$ cat src/rtl/core/mrst_pkg.sv
// ----------------------------------------------------------------------------
// MIDI running-status transmit queue: shared package
// Codes for commands, message kinds and enqueue steps, default sizes, and the
// command and status bundles between the controller and the datapath.
// ----------------------------------------------------------------------------
package mrst_pkg;

	localparam int RING_DEPTH_DEF = 32;
	localparam int BATCH_MAX_DEF  = 8;

	localparam logic CMD_ENQUEUE = 1'b0;
	localparam logic CMD_RUN     = 1'b1;

	localparam logic [2:0] KIND_REALTIME  = 3'd0;
	localparam logic [2:0] KIND_NO_PARAM  = 3'd1;
	localparam logic [2:0] KIND_ONE_PARAM = 3'd2;
	localparam logic [2:0] KIND_TWO_PARAM = 3'd3;

	// Enqueue steps: one ring write opportunity per step.
	localparam logic [1:0] STEP_STATUS = 2'd0;
	localparam logic [1:0] STEP_FIRST  = 2'd1;
	localparam logic [1:0] STEP_SECOND = 2'd2;

	typedef struct packed {
		logic       latch;      // capture the accepted request word
		logic       push;       // perform the enqueue step below
		logic [1:0] step;
		logic       load_enq;   // load the enqueue result word
		logic       load_empty; // load the run-on-empty result word
		logic       load_byte;  // pop one byte into the result register
		logic       byte_last;  // last flag for the popped byte
	} mrst_cmd_t;

	typedef struct packed {
		logic out_free;       // result register can take a word this cycle
		logic ring_empty;
		logic last_after_pop; // ring becomes empty after one pop
	} mrst_sts_t;

endpackage

$ cat src/rtl/core/midi_running_status_tx_queue_top.sv
// ----------------------------------------------------------------------------
// MIDI running-status transmit queue: top level
// Queues MIDI messages as bytes with running-status compression and drains
// them in batches.
// ----------------------------------------------------------------------------
// An enqueue word is taken, then offers its status, first and second
// parameter bytes to the ring in turn (one ring write per cycle at most),
// and then loads its single result word. A run word drains one byte per
// cycle from the ring into the result register while the output is not
// stalled, up to BATCH_MAX bytes. The ring keeps RING_DEPTH - 1 bytes; a
// byte offered to a full ring is dropped and flagged in the overflow bit of
// the enqueue result. The ring needs no clearing after reset. A new request
// word is taken as soon as the last result word of the previous one sits in
// the output register, even if it has not been taken yet.
module midi_running_status_tx_queue_top import mrst_pkg::*; #(
	parameter int RING_DEPTH = RING_DEPTH_DEF,
	parameter int BATCH_MAX  = BATCH_MAX_DEF
) (
	input  logic       clk,
	input  logic       arst_n,
	input  logic       req_valid,
	output logic       req_stall,
	input  logic       command,
	input  logic [2:0] msg_kind,
	input  logic [7:0] status_byte,
	input  logic [7:0] first_param,
	input  logic [7:0] second_param,
	output logic       rsp_valid,
	input  logic       rsp_stall,
	output logic [7:0] out_byte,
	output logic       byte_valid,
	output logic       last,
	output logic       overflow
);

	mrst_cmd_t cmd;
	mrst_sts_t sts;

	mrst_ctrl #(
		.BATCH_MAX(BATCH_MAX)
	) u_ctrl (
		.clk      (clk),
		.arst_n   (arst_n),
		.req_valid(req_valid),
		.command  (command),
		.req_stall(req_stall),
		.sts      (sts),
		.cmd      (cmd)
	);

	mrst_dp #(
		.RING_DEPTH(RING_DEPTH)
	) u_dp (
		.clk         (clk),
		.arst_n      (arst_n),
		.cmd         (cmd),
		.sts         (sts),
		.msg_kind    (msg_kind),
		.status_byte (status_byte),
		.first_param (first_param),
		.second_param(second_param),
		.rsp_valid   (rsp_valid),
		.rsp_stall   (rsp_stall),
		.out_byte    (out_byte),
		.byte_valid  (byte_valid),
		.last        (last),
		.overflow    (overflow)
	);

endmodule

$ cat src/rtl/core/mrst_ctrl.sv
// ----------------------------------------------------------------------------
// MIDI running-status transmit queue: controller
// Sequences the enqueue steps and the batched drain, and counts drained bytes.
// ----------------------------------------------------------------------------
module mrst_ctrl import mrst_pkg::*; #(
	parameter int BATCH_MAX = BATCH_MAX_DEF
) (
	input  logic      clk,
	input  logic      arst_n,
	input  logic      req_valid,
	input  logic      command,
	output logic      req_stall,
	input  mrst_sts_t sts,
	output mrst_cmd_t cmd
);

	localparam int CW = (BATCH_MAX > 1) ? $clog2(BATCH_MAX) : 1;

	typedef enum logic [1:0] {ST_IDLE, ST_ENQ, ST_ENQ_RES, ST_DRN} state_t;

	state_t        state_q;
	logic [1:0]    step_q;
	logic [CW-1:0] cnt_q;
	logic          batch_end;

	assign batch_end = (cnt_q == CW'(BATCH_MAX - 1));
	assign req_stall = (state_q != ST_IDLE);

	always_comb begin
		cmd = '0;
		unique case (state_q)
			ST_IDLE: begin
				cmd.latch = req_valid;
			end
			ST_ENQ: begin
				cmd.push = 1'b1;
				cmd.step = step_q;
			end
			ST_ENQ_RES: begin
				cmd.load_enq = sts.out_free;
			end
			ST_DRN: begin
				cmd.load_empty = sts.out_free && sts.ring_empty;
				cmd.load_byte  = sts.out_free && !sts.ring_empty;
				cmd.byte_last  = sts.last_after_pop || batch_end;
			end
			default: begin
			end
		endcase
	end

	always_ff @(posedge clk or negedge arst_n) begin
		if (!arst_n) begin
			state_q <= ST_IDLE;
			step_q  <= STEP_STATUS;
			cnt_q   <= '0;
		end else begin
			unique case (state_q)
				ST_IDLE: begin
					if (req_valid) begin
						state_q <= (command == CMD_RUN) ? ST_DRN : ST_ENQ;
						step_q  <= STEP_STATUS;
						cnt_q   <= '0;
					end
				end
				ST_ENQ: begin
					if (step_q == STEP_SECOND) begin
						state_q <= ST_ENQ_RES;
					end else begin
						step_q <= step_q + 2'd1;
					end
				end
				ST_ENQ_RES: begin
					if (sts.out_free) begin
						state_q <= ST_IDLE;
					end
				end
				ST_DRN: begin
					if (sts.out_free) begin
						if (sts.ring_empty || cmd.byte_last) begin
							state_q <= ST_IDLE;
						end else begin
							cnt_q <= cnt_q + CW'(1);
						end
					end
				end
				default: begin
					state_q <= ST_IDLE;
				end
			endcase
		end
	end

endmodule

$ cat src/rtl/core/mrst_dp.sv
// ----------------------------------------------------------------------------
// MIDI running-status transmit queue: datapath
// Byte ring with its pointers, running-status register, request latch and
// the result register that faces the output channel.
// ----------------------------------------------------------------------------
module mrst_dp import mrst_pkg::*; #(
	parameter int RING_DEPTH = RING_DEPTH_DEF
) (
	input  logic       clk,
	input  logic       arst_n,
	input  mrst_cmd_t  cmd,
	output mrst_sts_t  sts,
	input  logic [2:0] msg_kind,
	input  logic [7:0] status_byte,
	input  logic [7:0] first_param,
	input  logic [7:0] second_param,
	output logic       rsp_valid,
	input  logic       rsp_stall,
	output logic [7:0] out_byte,
	output logic       byte_valid,
	output logic       last,
	output logic       overflow
);

	localparam int PW = $clog2(RING_DEPTH);

	logic [7:0]    ring_mem [RING_DEPTH];
	logic [PW-1:0] wr_ptr_q, rd_ptr_q, wr_next, rd_next;
	logic [7:0]    last_status_q;
	logic [2:0]    kind_q;
	logic [7:0]    status_q, p1_q, p2_q;
	logic          ovf_q;
	logic          rsp_valid_q, byte_valid_q, last_q, overflow_q;
	logic [7:0]    out_byte_q;
	logic          push_req, push_is_status, ring_full, wr_en;
	logic [7:0]    push_data;

	assign wr_next = (wr_ptr_q == PW'(RING_DEPTH - 1)) ? '0 : wr_ptr_q + PW'(1);
	assign rd_next = (rd_ptr_q == PW'(RING_DEPTH - 1)) ? '0 : rd_ptr_q + PW'(1);
	assign ring_full = (wr_next == rd_ptr_q);

	assign sts.out_free       = !rsp_valid_q || !rsp_stall;
	assign sts.ring_empty     = (rd_ptr_q == wr_ptr_q);
	assign sts.last_after_pop = (rd_next == wr_ptr_q);

	// Pick the byte offered to the ring in the current enqueue step.
	always_comb begin
		push_req       = 1'b0;
		push_is_status = 1'b0;
		push_data      = status_q;
		case (cmd.step)
			STEP_STATUS: begin
				if (kind_q inside {KIND_REALTIME, KIND_NO_PARAM}) begin
					push_req = 1'b1;
				end else if (kind_q inside {KIND_ONE_PARAM, KIND_TWO_PARAM}) begin
					push_req       = (status_q != last_status_q);
					push_is_status = 1'b1;
				end
			end
			STEP_FIRST: begin
				push_req  = (kind_q inside {KIND_ONE_PARAM, KIND_TWO_PARAM});
				push_data = p1_q;
			end
			STEP_SECOND: begin
				push_req  = (kind_q == KIND_TWO_PARAM);
				push_data = p2_q;
			end
			default: begin
			end
		endcase
	end

	assign wr_en = cmd.push && push_req && !ring_full;

	always_ff @(posedge clk) begin
		if (cmd.latch) begin
			kind_q   <= msg_kind;
			status_q <= status_byte;
			p1_q     <= first_param;
			p2_q     <= second_param;
		end
		if (wr_en) begin
			ring_mem[wr_ptr_q] <= push_data;
		end
		if (cmd.load_byte) begin
			out_byte_q <= ring_mem[rd_ptr_q];
		end else if (cmd.load_enq || cmd.load_empty) begin
			out_byte_q <= '0;
		end
	end

	always_ff @(posedge clk or negedge arst_n) begin
		if (!arst_n) begin
			wr_ptr_q      <= '0;
			rd_ptr_q      <= '0;
			last_status_q <= '0;
			ovf_q         <= 1'b0;
			rsp_valid_q   <= 1'b0;
			byte_valid_q  <= 1'b0;
			last_q        <= 1'b0;
			overflow_q    <= 1'b0;
		end else begin
			if (cmd.latch) begin
				ovf_q <= 1'b0;
			end else if (cmd.push && push_req && ring_full) begin
				ovf_q <= 1'b1;
			end
			if (wr_en) begin
				wr_ptr_q <= wr_next;
				if (push_is_status) begin
					last_status_q <= status_q;
				end
			end
			if (cmd.load_byte) begin
				rd_ptr_q <= rd_next;
			end
			if (cmd.load_enq || cmd.load_empty || cmd.load_byte) begin
				rsp_valid_q  <= 1'b1;
				byte_valid_q <= cmd.load_byte;
				last_q       <= cmd.load_byte ? cmd.byte_last : 1'b1;
				overflow_q   <= cmd.load_enq && ovf_q;
			end else if (!rsp_stall) begin
				rsp_valid_q <= 1'b0;
			end
		end
	end

	assign rsp_valid  = rsp_valid_q;
	assign out_byte   = out_byte_q;
	assign byte_valid = byte_valid_q;
	assign last       = last_q;
	assign overflow   = overflow_q;

endmodule

$ cat config.mk
export PLATFORM = sky130hd
export DESIGN_NAME = midi_running_status_tx_queue_top
export DESIGN_NICKNAME = d
export VERILOG_FILES = /design/src/rtl/core/mrst_pkg.sv /design/src/rtl/core/midi_running_status_tx_queue_top.sv /design/src/rtl/core/mrst_ctrl.sv /design/src/rtl/core/mrst_dp.sv
export SDC_FILE = /design/constraint.sdc
export NUM_CORES = 1
export LEC_CHECK = 0
export ABC_CLOCK_PERIOD_IN_PS = 3750
export BUFFER_PORTS_ARGS = -buffer_cell sky130_fd_sc_hd__buf_2
export CAP_MARGIN = 5
export CORE_AREA = 2 2 157 159
export DETAILED_ROUTE_END_ITERATION = 10
export DIE_AREA = 0 0 159 161
export GPL_ROUTABILITY_DRIVEN = 0
export GPL_TIMING_DRIVEN = 0
export HOLD_SLACK_MARGIN = 0.15
export PLACE_DENSITY = 0.75
export SYNTH_ARGS = -nofsm -noshare
export SYNTH_HDL_FRONTEND = slang
export SYNTH_SLANG_ARGS = --single-unit
export TNS_END_PERCENT = 10
$ cat constraint.sdc
create_clock -name clk -period 3.75 [get_ports clk]
set_clock_uncertainty 0.05 [all_clocks]
set_input_delay 0.1875 -clock clk [delete_from_list [all_inputs] [get_ports clk]]
set_output_delay 0.1875 -clock clk [all_outputs]
set_load 0.01 [all_outputs]
==> summary.md <==
| Metric | Value |
|---|---|
| Most frequent cells in the layout | `291 x edfxtp_1, 64 x mux4_2, 60 x buf_2, 37 x clkbuf_16, 32 x dlygate4sd3_1` |
| Slew @ Worst Pin | `approximately 0.98 ns` |
| Clock latency on the worst-skew pair | `between 0.5 and 0.6 ns` |
| Average size of a mapped cell | `18.4 um2` |
| Hpwl dp | `around 18000 um` |
| Final Hold Vio Count | `0` |
| Row count | `between 50 and 60` |
| FMAX | `approximately 0.28 GHz` |
| Count of final setup violators | `0` |
| CTS sink cnt | `around 320` |
| #FFs+latches synth | `~320` |
| Reg clk slew, reported paths | `0.06 ns` |
| Hold Path Class | `in2async` |
| Fin Hold WS | `0.253 ns` |
| Filler cells | `roughly 1600` |
| # DRC | `0` |
| Yosys warnings | `0` |
| Pwr dens | `around 810 mW/mm2` |
| Starting density of the core | `0.550` |
| Vias per std cell | `slightly above 6` |
| Vias post-DR | `7220` |
| Critical Path RT | `3.84 ns` |
| Die ar. | `approximately 0.026 mm2` |
| Leak | `5.45 nW` |
| Largest net degree at the start of global routing | `31` |
| Synth Net Count | `roughly 760` |
| Fin area | `around 0.016 mm2` |
| CP arrival | `approximately 3.6 ns` |
| Clock buffer depth | `3` |
| Max-slew violations | `0` |
| Peak VDD IR | `~0.53 mV` |
| Nets@finish | `890` |
| Drt wl/cell | `23.5 um` |
| H-tree levels | `2` |
| First-pass DRT Iterations | `5` |
| Pre-CTS setup slack | `-0.589 ns` |
| Crit-path cells | `clkbuf_2 -> nor2b_1 -> nand2_1 -> inv_1 -> ha_1 -> buf_4 -> a21o_1 -> a21oi_1 -> or4b_1 -> a211oi_2 -> buf_6 -> nand2_2 -> nor2_2` |
| Drt first-iter violations | `around 830` |
| Antenna violations before repair | `1` |
| Max incr delay on CP | `between 0.5 and 0.6 ns` |
| # IOs | `between 40 and 50` |
| Port Buffers | `44` |
| Die Width | `159 um` |
| Area occupied by registers | `approximately 0.0095 mm2` |
| Post-Synthesis Cells | `~700` |
| Startpoint Class | `flop` |
| Syn-to-layout area delta | `18.9%` |
| Most common cell after layout, fill and taps aside | `edfxtp_1` |
| TritonCTS clock tree | `built` |
| Status | `finished, final reports clean` |
| Largest fanout on the critical path | `10` |
| Placed cell area | `about 0.014 mm2` |
| Core box area | `0.0240 mm2` |
| Crit path buf inv count | `4` |
| Rel. slew slack | `0.343` |
| Setup ws final | `0.216 ns` |
| Share of layout cells above drive strength 1 | `0.311` |
| Slowest stage cell on the critical path | `or4b_1` |
| Fin crit share | `0.942` |
| Unrepaired setup endpoints after global routing | `true` |
| Grt ovf | `0` |
| Synthesized area | `approximately 0.013 mm2` |
| Vias in the first global route | `7386` |
| CTS buffer count | `34` |
| Routed WL | `28100 um` |
| Crit path kind | `reg2reg` |
| Family with the most delay on the worst path | `simple AND/OR/NAND/NOR gates` |
| Post-synthesis cell type count | `46` |
| Max-cap check violation count | `0` |
| DRT antenna net count | `0` |
| GRT Total Usage | `0.223` |
| Sequential area share after synthesis | `0.720` |
| Root Buffer | `clkbuf_16` |
| Vert. Die Dim | `roughly 160 um` |
| Multi-input gate area | `~0.0036 mm2` |
| First-pass GRT wire length | `roughly 43000 um` |
| Critical Path Sink Type | `flop` |
| Fin crit period | `~3.5 ns` |
through the flow:
step | util | total power [W] | cells | TNS, ns
after floorplan | - | 0.00774 | 716 | 0
after global placement | 0.576 | 0.00877 | 1084 | -114.39
after detailed placement | 0.584 | 0.00917 | 1096 | -49.12
after CTS | 0.650 | 0.0126 | 1192 | 0
after global routing | 0.654 | 0.0131 | 1193 | -0.0656
final | 0.654 | 0.0126 | 1194 | 0
power breakdown:
part / switching, W / leakage, nW / internal (W)
clock network: 0.00130 / 0.556 / 0.00207
logic: 0.00255 / 1.89 / 0.00164
registers: 0.000155 / 3.00 / 0.00489
cell families after synthesis:
| logic type | share of synthesized area |
|---|---|
| xor gates and xnor gates | 0.0146 |
| muxes | 0.150 |
| DFF | 0.720 |
| and+or+nand+nor | 0.0548 |
| buffers and inverters | 0.0188 |
| AOI/OAI and AO/OA | 0.0286 |
| adders and majority gates | 0.0133 |
what timing repair did:
| item | 4_1_cts | 5_1_grt |
|---|---|---|
| hold buffers | 32 | 0 |
| pin swaps | 2 | 2 |
| resized for setup | 16 | 23 |
| buffers inserted | 3 | 2 |
| cloned | 0 | 0 |
| endpoints found under the setup margin | 216 | 186 |
| hold endpoints to repair | 68 | 0 |
metal layers:
metal | wire length [um] | up-vias | track usage
met4 | 669 | 2 | 0.0764
met2 | 13800 | 363 | 0.365
li1 | - | 3119 | -
met3 | 2420 | 67 | 0.0398
met1 | 11200 | 3669 | 0.310
met5 | 13 | - | 0
synthesized netlist by cell type, drive strengths merged:
cell type,count,share of area
inv,13,0.0037
o21a,1,0.00057
o21bai,1,0.00057
clkbuf,15,0.0043
o31ai,1,0.00057
and3,20,0.0095
a21oi,14,0.0053
or4b,1,0.00076
a211oi,1,0.00095
nor4b,5,0.0057
dfrtp,30,0.057
xor2,13,0.0086
a22oi,8,0.0046
mux2,35,0.030
a311oi,1,0.00066
nand3,3,0.0011
o21ai,16,0.0061
nand2,32,0.0099
and2b,1,0.00057
ha,14,0.013
nor3b,2,0.0011
nor2,26,0.0074
or4,1,0.00057
or3,2,0.00095
mux2i,14,0.011
nor4,14,0.0066
o311ai,1,0.00066
edfxtp,291,0.66
xnor2,9,0.0060
nor2b,6,0.0028
nor3,10,0.0038
o22ai,9,0.0043
mux4,64,0.11
nand4,1,0.00048
nand2b,3,0.0014
a22o,4,0.0027
nand3b,1,0.00057
buf,28,0.011
and4,1,0.00066
a21o,3,0.0017
and4b,1,0.00076
flip-flops by register name (all words and copies together) (netlist names):
name                count
u_ctrl.cnt_q            3
u_ctrl.state_q          2
u_ctrl.step_q           2
u_dp.byte_valid         1
u_dp.kind_q             3
u_dp.last               1
u_dp.last_status_q      8
u_dp.out_byte           8
u_dp.overflow           1
u_dp.ovf_q              1
u_dp.p1_q               8
u_dp.p2_q               8
u_dp.rd_ptr_q           5
u_dp.ring_mem         256
u_dp.rsp_valid          1
u_dp.status_q           8
u_dp.wr_ptr_q           5
layout make-up:
type                            count  share of cell area
Clock inverter                     14             0.00910
Multi-Input combinational cell    339               0.230
Tap cell                          324              0.0259
Sequential cell                   321               0.606
Clock buffer                       47              0.0640
Timing Repair Buffer               93              0.0486
Antenna cell                        1            0.000160
Inverter                           13             0.00311
Buffer                             42              0.0133
final timing paths:
path | from | end | slack, ns | depth (start not counted)
setup / recovery | u_ctrl.state_q[1]$_DFFE_PN0P_ | u_dp.ring_mem[31][5]$_DFFE_PP_ | 0.22 | 13
hold / removal | arst_n | u_dp.last_status_q[5]$_DFFE_PN0P_ | 0.25 | 2
setup reg to reg | u_ctrl.state_q[1]$_DFFE_PN0P_ | u_dp.ring_mem[31][5]$_DFFE_PP_ | 0.22 | 13
hold reg to reg | u_dp.overflow$_DFFE_PN0P_ | u_dp.overflow$_DFFE_PN0P_ | 0.43 | 2
max in group asynchronous | arst_n | u_dp.wr_ptr_q[0]$_DFFE_PN0P_ | 2.93 | 2
min in group clk | status_byte[3] | u_dp.status_q[3]$_DFFE_PP_ | 0.33 | 2
Power figures use the tool's default switching activity.
